$ cat config.mk
export PLATFORM = sky130hd
export DESIGN_NAME = tsdb_cell
export DESIGN_NICKNAME = d
export VERILOG_FILES = /design/src/design/tsdb_pkg.sv /design/src/design/tsdb_cell.sv
export SDC_FILE = /design/constraint.sdc
export NUM_CORES = 1
export LEC_CHECK = 0
export ABC_AREA = 1
export ABC_CLOCK_PERIOD_IN_PS = 2100
export BUFFER_PORTS_ARGS = -buffer_cell sky130_fd_sc_hd__buf_2
export CORE_MARGIN = 2
export CORE_UTILIZATION = 48
export DETAILED_ROUTE_END_ITERATION = 7
export PLACE_DENSITY_LB_ADDON = 0.1
export REMOVE_ABC_BUFFERS = 1
export SYNTH_ARGS = -nofsm -noshare
export SYNTH_HDL_FRONTEND = slang
export SYNTH_SLANG_ARGS = --single-unit
$ cat constraint.sdc
create_clock -name clk -period 2.1 [get_ports clk]
set_clock_uncertainty 0.15 [all_clocks]
set_input_delay 0.315 -clock clk [delete_from_list [all_inputs] [get_ports clk]]
set_output_delay 0.315 -clock clk [all_outputs]
set_load 0.01 [all_outputs]
$ cat src/design/tsdb_pkg.sv
// Shared types and constants for the timestamped sample delay buffer.
// Used by tsdb_cell, tsdb_search and timestamped_sample_delay_buffer.
`default_nettype none

package tsdb_pkg;

	// Number of entries in the ring of cells.
	localparam int unsigned DEPTH = 50;
	localparam int unsigned IDX_W = $clog2(DEPTH);

	// Only differences below this limit take part in the search.
	localparam logic [10:0] SEARCH_LIMIT = 11'd2000;

	// Register reset values.
	localparam logic [15:0] DELAY_RST  = 16'd0;
	localparam logic [9:0]  PERIOD_RST = 10'd10;
	localparam logic [10:0] WINDOW_RST = 11'd200;

	// Configuration register indexes.
	localparam logic [1:0] REG_DELAY  = 2'd0;
	localparam logic [1:0] REG_PERIOD = 2'd1;
	localparam logic [1:0] REG_WINDOW = 2'd2;

	// One stored entry: the time stamp and the three-axis sample.
	typedef struct packed {
		logic [31:0]        stamp;
		logic signed [15:0] x;
		logic signed [15:0] y;
		logic signed [15:0] z;
	} entry_t;

	// Control from the sequencer to the search unit.
	typedef struct packed {
		logic start;
		logic step;
	} search_ctl_t;

endpackage

`default_nettype wire

$ cat src/design/tsdb_cell.sv
// One cell of the rotating entry ring: holds a single stored entry.
// Depends on tsdb_pkg for the entry type.
`default_nettype none

module tsdb_cell (
	input  wire logic              clk,
	input  wire logic              arst_n,
	input  wire logic              shift,
	input  wire tsdb_pkg::entry_t  d,
	output tsdb_pkg::entry_t       q
);

	tsdb_pkg::entry_t entry_q;

	// The entry moves one place toward the head on every shift.
	always_ff @(posedge clk or negedge arst_n) begin
		if (!arst_n) begin
			entry_q <= '0;
		end else if (shift) begin
			entry_q <= d;
		end
	end

	assign q = entry_q;

endmodule

`default_nettype wire

==> impl_metrics.env <==
export IMPL_status="finished clean"
export IMPL_r2r_start="q[55]"
export IMPL_synth_main_ff_cell="dfrtp_1"
export IMPL_grt_first_pass_wirelength_mm=11.14
export IMPL_wl_per_cell_um=11.66
export IMPL_yosysMostFrequentCell="nand2_1"
export IMPL_cts_setup_buffers=0
export IMPL_worstMarginPinSlew_ps=560.7
export IMPL_die_h_um=83.75
export IMPL_startpoint_type="register"
export IMPL_synth_top_area_share_pct=65.57
export IMPL_yosysSeqAreaShare_pct=65.57
export IMPL_ys_top_cells_by_area="dfrtp_1 (66%), nand2_1 (30%), buf_6 (3.3%), buf_2 (1.3%), inv_6 (0.29%)"
export IMPL_holdPathEnd="q[46]"
export IMPL_wl_mm=6.762
export IMPL_p_per_area_mw_per_mm2=837.1
export IMPL_setup_tns_final_ps=0
export IMPL_crit_buf_inv=1
export IMPL_numCtsBuffers=9
export IMPL_crit_chain="buf_2"
export IMPL_drc=0
export IMPL_peakVddDrop_mv=0.4634
export IMPL_dp_hpwl_mm=4.710
export IMPL_period_share_pct=63.59
export IMPL_num_rows=29
export IMPL_die_area_sq_mm=0.007014
export IMPL_power_total_uw=3411
export IMPL_critPathSlowestCell="dfrtp_1"
export IMPL_antenna_cells=0
export IMPL_ant_nets=0
export IMPL_die_x_um=83.75
export IMPL_drive_gt1_share_pct=35.79
export IMPL_insertion_delay_ps=330
export IMPL_clock_sinks=80
export IMPL_netlist_instances=338
export IMPL_largest_register_ff_count=80
export IMPL_synth_cell_types=5
export IMPL_routed_via_count=2581
export IMPL_cap_violations=0
export IMPL_io_pins=163
export IMPL_critPathTopFamily="flip-flops"
export IMPL_min_period_ps=1335
export IMPL_track_usage_pct=19.83
export IMPL_grt_pass1_vias=2438
export IMPL_slew_violations=0
export IMPL_reg2reg_slack_ps=1310
export IMPL_synth_commonest_cells="nand2_1 (240), dfrtp_1 (80), buf_6 (9)"
export IMPL_whs_ps=26.03
export IMPL_r2r_end="q[55]"
export IMPL_cts_tree="yes"
export IMPL_viasPerCell=4.450
export IMPL_design_final_nets=582
export IMPL_num_fill_cells=542
export IMPL_cts_htree_levels=3
export IMPL_relSlewSlack_pct=62.62
export IMPL_finalSetupViolCount=0
export IMPL_finalHoldViolations=0
export IMPL_worstHoldStart="d[46]"
export IMPL_ys_async_sr_fraction_pct=100.0
export IMPL_yosys_area_top_type="dfrtp_1"
export IMPL_grt_start_max_net_pins=81
export IMPL_fmax_ghz=0.7488
export IMPL_ys_warn_count=0
export IMPL_area_delta_synth_final_pct=33.48
export IMPL_avgSynthCellArea_sq_um=9.032
export IMPL_start_util_pct=48.92
export IMPL_r2r_cells=2
export IMPL_dr_pass1_iters=4
export IMPL_synth_edf_count=0
export IMPL_synth_seq_cells=80
export IMPL_arrival_ps=870
export IMPL_crit_fanout=2
export IMPL_slowest_delay_ps=400
export IMPL_cts_buffer_depth=2
export IMPL_endpoint_kind="primary output"
export IMPL_gp_congestion=0.7398
export IMPL_drt_iter0_drc=125
export IMPL_cts_root_buf="clkbuf_8"
export IMPL_cts_hold_buf=1
export IMPL_synth_area_sq_mm=0.003053
export IMPL_hold_depth=3
export IMPL_critPathKind="register to primary output"
export IMPL_antenna_found_initial=0
export IMPL_grt_ovfl_total=0
export IMPL_place_port_buffers=162
export IMPL_core_area_sq_mm=0.006241
export IMPL_clk_pin_slew_ps=80
export IMPL_rsz0062_at_grt="no"
export IMPL_post_cts_resized=0
export IMPL_required_ps=1630
export IMPL_hp_class="primary input to register"
export IMPL_p_leak_uw=0.002471
-- final cells by class --
type | count | area, sq um | share of cell area, %
Sequential cell | 80 | 2002 | 49.12
Clock buffer | 11 | 131.4 | 3.224
Timing Repair Buffer | 167 | 865.8 | 21.25
Clock inverter | 4 | 70.07 | 1.719
Multi-Input combinational cell | 240 | 900.9 | 22.11
Inverter | 1 | 8.758 | 0.2149
Tap cell | 77 | 96.34 | 2.364
-- how the worst max path moves through the flow --
stage / from / end / slack, ps / depth (start not counted)
after floorplan: shift / q[0] / 1160 / 3
after global placement: shift / q[21] / 810 / 4
after detailed placement: shift / q[39] / 770 / 4
after CTS: q[11] / q[11] / 750 / 1
after global routing: q[0] / q[0] / 730 / 1
final: q[65] / q[65] / 760 / 1
-- where the power goes --
group	internal, uW	total [uW]	leakage (uW)	switching [uW]
clock	661	1160	0.000103	503
combinational	215	506	0.00139	291
sequential	1680	1740	0.000974	66.3
-- logic make-up after synthesis --
| group | count (synthesis) | synth area share, % |
|---|---|---|
| and+or+nand+nor | 240 | 29.51 |
| DFF | 80 | 65.57 |
| buffers and inverters | 18 | 4.918 |
-- cells in the final DEF, fill, tap and decap left out, drive strengths merged --
cell and count:
nand2 240, buf 166, dfrtp 80, clkbuf 11, clkinv 2, bufinv 2, inv 1, dlygate4sd3 1
-- metal layers --
| layer | track usage (%) | up-vias | wire (um) |
|---|---|---|---|
| li1 | - | 1327 | - |
| met1 | 25.97 | 1147 | 2961 |
| met2 | 31.35 | 95 | 3168 |
| met3 | 5.638 | 12 | 494 |
| met4 | 8.065 | 0 | 137 |
| met5 | 0 | - | 0 |
-- per-stage QoR --
step           cell area [sq um]  cells  utilization [%]  setup slack, ps
3_3_place_gp                3864    564            61.91            810.1
2_1_floorplan               2912    321                -             1157
5_1_grt                     4075    580            65.30            728.2
6_report                    4075    580            65.30            764.6
3_5_place_dp                3864    564            61.91            769.0
4_1_cts                     4075    580            65.30            749.7
(Power assumes the default switching activity.)
