### config.mk
export PLATFORM = sky130hd
export DESIGN_NAME = tsdb_search
export DESIGN_NICKNAME = d
export VERILOG_FILES = /design/src/design/tsdb_pkg.sv /design/src/design/tsdb_search.sv
export SDC_FILE = /design/constraint.sdc
export NUM_CORES = 1
export LEC_CHECK = 0
export BUFFER_PORTS_ARGS = -buffer_cell sky130_fd_sc_hd__buf_2
export CORE_ASPECT_RATIO = 1.25
export CORE_MARGIN = 2
export CORE_UTILIZATION = 25
export DETAILED_ROUTE_END_ITERATION = 7
export GPL_ROUTABILITY_DRIVEN = 0
export SLEW_MARGIN = 10
export SYNTH_ARGS = -nofsm -noshare
export SYNTH_HDL_FRONTEND = slang
export SYNTH_SLANG_ARGS = --single-unit
### constraint.sdc
create_clock -name clk -period 27.3 [get_ports clk]
set_input_delay 8.19 -clock clk [delete_from_list [all_inputs] [get_ports clk]]
set_output_delay 8.19 -clock clk [all_outputs]
set_load 0.03 [all_outputs]
### src/design/tsdb_pkg.sv
// Shared types and constants for the timestamped sample delay buffer.
// Used by tsdb_cell, tsdb_search and timestamped_sample_delay_buffer.
`default_nettype none

package tsdb_pkg;

	// Number of entries in the ring of cells.
	localparam int unsigned DEPTH = 50;
	localparam int unsigned IDX_W = $clog2(DEPTH);

	// Only differences below this limit take part in the search.
	localparam logic [10:0] SEARCH_LIMIT = 11'd2000;

	// Register reset values.
	localparam logic [15:0] DELAY_RST  = 16'd0;
	localparam logic [9:0]  PERIOD_RST = 10'd10;
	localparam logic [10:0] WINDOW_RST = 11'd200;

	// Configuration register indexes.
	localparam logic [1:0] REG_DELAY  = 2'd0;
	localparam logic [1:0] REG_PERIOD = 2'd1;
	localparam logic [1:0] REG_WINDOW = 2'd2;

	// One stored entry: the time stamp and the three-axis sample.
	typedef struct packed {
		logic [31:0]        stamp;
		logic signed [15:0] x;
		logic signed [15:0] y;
		logic signed [15:0] z;
	} entry_t;

	// Control from the sequencer to the search unit.
	typedef struct packed {
		logic start;
		logic step;
	} search_ctl_t;

endpackage

`default_nettype wire

### src/design/tsdb_search.sv
// Nearest-match tracker: keeps the best entry seen during one ring rotation.
// Depends on tsdb_pkg for the entry and control types.
`default_nettype none

module tsdb_search (
	input  wire logic                  clk,
	input  wire logic                  arst_n,
	input  wire tsdb_pkg::search_ctl_t ctl,
	input  wire logic [31:0]           target,
	input  wire tsdb_pkg::entry_t      cand,
	output logic                       found,
	output logic [10:0]                best_diff,
	output tsdb_pkg::entry_t           best
);

	logic [31:0]      diff;
	logic             better;
	logic             found_q;
	logic [10:0]      best_diff_q;
	tsdb_pkg::entry_t best_q;

	// Modulo-2^32 distance from the candidate stamp to the target time.
	assign diff   = target - cand.stamp;
	// Strict compare, so the entry seen first keeps a tie.
	assign better = (diff < {21'd0, best_diff_q});

	always_ff @(posedge clk or negedge arst_n) begin
		if (!arst_n) begin
			found_q     <= 1'b0;
			best_diff_q <= tsdb_pkg::SEARCH_LIMIT;
		end else if (ctl.start) begin
			found_q     <= 1'b0;
			best_diff_q <= tsdb_pkg::SEARCH_LIMIT;
		end else if (ctl.step && better) begin
			found_q     <= 1'b1;
			best_diff_q <= diff[10:0];
		end
	end

	// The winning sample travels with the search, so no read-back is needed.
	always_ff @(posedge clk) begin
		if (ctl.step && better) begin
			best_q <= cand;
		end
	end

	assign found     = found_q;
	assign best_diff = best_diff_q;
	assign best      = best_q;

endmodule

`default_nettype wire

==> results.md <==
- Traced cell by cell, the critical path runs through buf_2 > inv_1 > ha_1 > o211ai_1 > a21o_1 > a31oi_2 > a21o_1 > a21oi_1 > xnor2_1 > ha_1 > a211oi_1 > o211ai_1 > o21ai_0 > nand4_1 > nor4_1 > nand4b_1 > nor4_1 > nand4_1 > nor4b_2 > buf_4.
- The number of buffers inserted by hold repair at cts is 0.
- The floorplan die height is 172 um.
- Once the floorplan was initialized, standard cells occupied 25.4% of the core.
- The average via count per standard cell is 4.73.
- Across the whole layout, storage elements account for 2710 um2.
- STA classifies the critical path startpoint as an input pin.
- The worst hold path begins at found$_DFFE_PN0P_.
- On the worst path, the slowest cell contributes a delay of 0.59 ns.
- Synthesis produced a netlist with a net count of 699.
- After detailed routing, the average wire length per cell comes to 16.0 um.
- The routed layout has 4,880 vias.
- The area enclosed by the die boundary is 23,900 um2.
- Of the synthesized area, sequential elements account for 47.8%.
- The region available for standard cell placement spans 22,300 um2.
- The number of filler instances in the final layout is 2,355.
- The class of the most critical setup path is in -> reg.
- In the layout the commonest cells are buf_2, edfxtp_1, inv_1, nor2_1, ha_1.
- The final critical path takes up 46.3% of the cycle.
- The smallest clock period supported by the final layout is computed as 12.64 ns.
- The first global-routing pass estimated 24.9 mm of wire.
- The startpoint identified for the worst register-to-register timing path is best_diff[10]$_DFFE_PN1P_.
- The share of post-route cells with drive strength above 1 is 33.9%.
- For this design, the sink count on the clock tree is 92.
- In this run, synthesis inferred 80 flip-flops with an integrated enable.
- The total DRC errors in the routed layout is 0.
- The class of the worst hold path is reg -> reg.
- The max-slew violation total from the final report was 0.
- The die span in x is 139 um.
- The initial antenna violation count is 1.
- After synthesis the netlist holds a flip-flop and latch count of 92.
- The Yosys step of the flow raised 0 warnings.
- The kind of capture point of the worst setup path is a flop.
- The relative slew slack is 53.0%.
- The required time at the worst-slack endpoint is 27.29 ns.
- The number of buffers inserted during clock tree synthesis is 9.
- Averaged over all synthesized cells, the footprint is 10.5 um2.
- In the synthesized netlist the dominant register cell turns out to be edfxtp_1.
- Setup repair after global routing left no endpoint under its margin.
- The run finished with clean final reports.
- The beginning of the critical path is cand[52].
- After technology mapping, the gate count stands at 541.
- STA puts the critical path data arrival time at 12.63 ns.
- The highest fanout seen on the critical path is 54.
- Derived from the worst setup path, the maximum achievable clock frequency is 0.0791 GHz.
- The number of setup violations in the final report is 0.
- The root buffer cell chosen for the clock tree is clkbuf_16.
- The post-route setup TNS is 0 ns.
- The worst clock skew on the final layout is 0.0117 ns.
- The transition time at the pin with the least slew margin is 0.705 ns.
- The final wirelength is 16.5 mm.
- Entering global routing, the biggest net connects 55 pins.
- The number of buffers added on ports is 207.
- VDD sags by at most 0.0270 mV.
- For this design, the slowest cell found on the critical path is buf_4.
- The count of unique library cells instantiated by Yosys is 68.
- For this design the static power due to leakage is 3.17 nW.
- The number of gates resized after cts is 0.
- The boundary pin count is 208.
- The most common cell after layout, fill and taps aside is buf_2.
- In this run, placement finished with an instance count of 1,013.
- The post-placement setup slack is 14.32 ns.
- The violation count after the first detailed-route iteration is 243.
- The count of final hold-check violations came to 0.
- Summing all multi-input logic gate instances after layout gives 2640 um2.
- The number of nets with antenna violations after detailed routing is 0.
- The number of core rows is 61.
- The area of the mapped netlist is 5670 um2.
- In this run the power density over the cells is 48.3 nW/um2.
- The post-route worst setup slack is 14.66 ns.
- The post-CTS setup buffer count is 0.
- The via count of the first global-routing pass came to 4,718.
- Max-cap violations in this run came to 0.
- Across every metal layer, demand over resource in global routing totals 13.4%.
- Counting flops with an async set or reset pin after synthesis yields a share of 13.0%.
- Summed over all layers, the global routing overflow is 0.
- Clock-pin slew was measured on the worst setup and hold paths at 0.07 ns.
- After the last flow step, the layout net total stands at 899.
- The first detailed-routing pass ran for 5 iterations.
- TritonCTS built the clock tree.
- The H-tree was split into 3 levels.
- Cells fill 32.5% of the core in the end.
- The final cell count without fillers is 1,031.
- From synthesis to final layout, the design area changed by 27.8%.
- Counting along the longest clock path gives a buffer depth of 2.
- The detailed-placement wirelength estimate is 13.1 mm.
- The insertion delay of the later-clocked pin in the worst-skew pair is 0.35 ns.
==> layout make-up <==
class	count	share of cell area [%]
repair buffers	209	14.5
diodes	2	0.0690
clock buffers	11	3.21
multi-input cells	372	36.5
flip-flops and latches	92	37.4
clock inverters	5	0.518
well taps	283	4.89
inverters	57	2.95
==> per-layer routing <==
metal,vias to the layer above,wire length [um],global-route usage [%]
li1,2406,-,-
met1,2292,6830,15.7
met2,160,8500,23.9
met3,22,820,2.85
met4,0,376,5.80
met5,-,0,0
==> worst paths after layout <==
check	to	slack [ns]	cells after the start
max	best[56]$_DFFE_PP_	14.66	20
min	found$_DFFE_PN0P_	0.51	1
max reg2reg	best[56]$_DFFE_PP_	23.42	13
min reg2reg	found$_DFFE_PN0P_	0.51	1
max in group asynchronous	best_diff[4]$_DFFE_PN1P_	19.31	1
min in group asynchronous	best_diff[0]$_DFFE_PN0P_	7.71	1
==> flip-flops by register name (all words and copies together), names as in the netlist <==
signal     flops
found          1
best          80
best_diff     11
==> kinds of logic (layout without fill, tap and decap cells) <==
kind of cell,after synthesis,in the layout,share of synthesized area (%)
buffers and inverters,77,282,5.71
AND/OR/NAND/NOR,165,165,15.5
XOR/XNOR,16,16,2.60
other,0,2,0
AO/OA/AOI/OAI,136,136,16.5
flip-flops,92,92,47.8
adder cells (fa/ha/maj),42,42,9.40
multiplexers,13,13,2.51
==> cell usage after synthesis, drive strengths merged (6+ instances only) <==
| library cell | instances | area share [%] |
|---|---|---|
| xnor2 | 9 | 1.4 |
| edfxtp | 80 | 42 |
| a211oi | 11 | 1.5 |
| and2 | 6 | 0.66 |
| mux2i | 9 | 1.6 |
| buf | 10 | 1.3 |
| a31oi | 10 | 1.2 |
| nand2b | 14 | 1.5 |
| nor4 | 7 | 0.77 |
| nand2 | 33 | 2.2 |
| nor3 | 11 | 0.97 |
| nor2b | 7 | 0.77 |
| nor2 | 43 | 2.8 |
| dfstp | 6 | 2.8 |
| inv | 57 | 3.8 |
| dfrtp | 6 | 2.6 |
| o21ai | 16 | 1.4 |
| nand4 | 15 | 1.7 |
| xor2 | 7 | 1.2 |
| ha | 41 | 9.0 |
| clkbuf | 10 | 0.68 |
| a21o | 16 | 2.1 |
| a21oi | 41 | 3.9 |
==> report_power, final <==
group          leakage [nW]  switching, mW  internal (mW)
Combinational          2.18         0.0468         0.0328
Clock                 0.126         0.0557         0.0622
Sequential            0.866   0.0000000217          0.153
==> stage by stage <==
step	power, mW	cell area, um2	hold slack, ns
after floorplan	0.210	5670	0.571
after global placement	0.234	6970	0.491
after detailed placement	0.234	6970	0.494
after CTS	0.355	7240	0.510
after global routing	0.370	7250	0.518
final	0.350	7250	0.509
==> worst max-delay path: cells and delay by family <==
| kind | cells | cell delay (ns) |
|---|---|---|
| adders and majority gates | 2 | 0.63 |
| xor gates and xnor gates | 1 | 0.22 |
| AOI/OAI and AO/OA | 8 | 1.62 |
| buffers and inverters | 3 | 0.72 |
| and+or+nand+nor | 6 | 1.19 |
No activity file was read; power rests on OpenSTA's default activity.
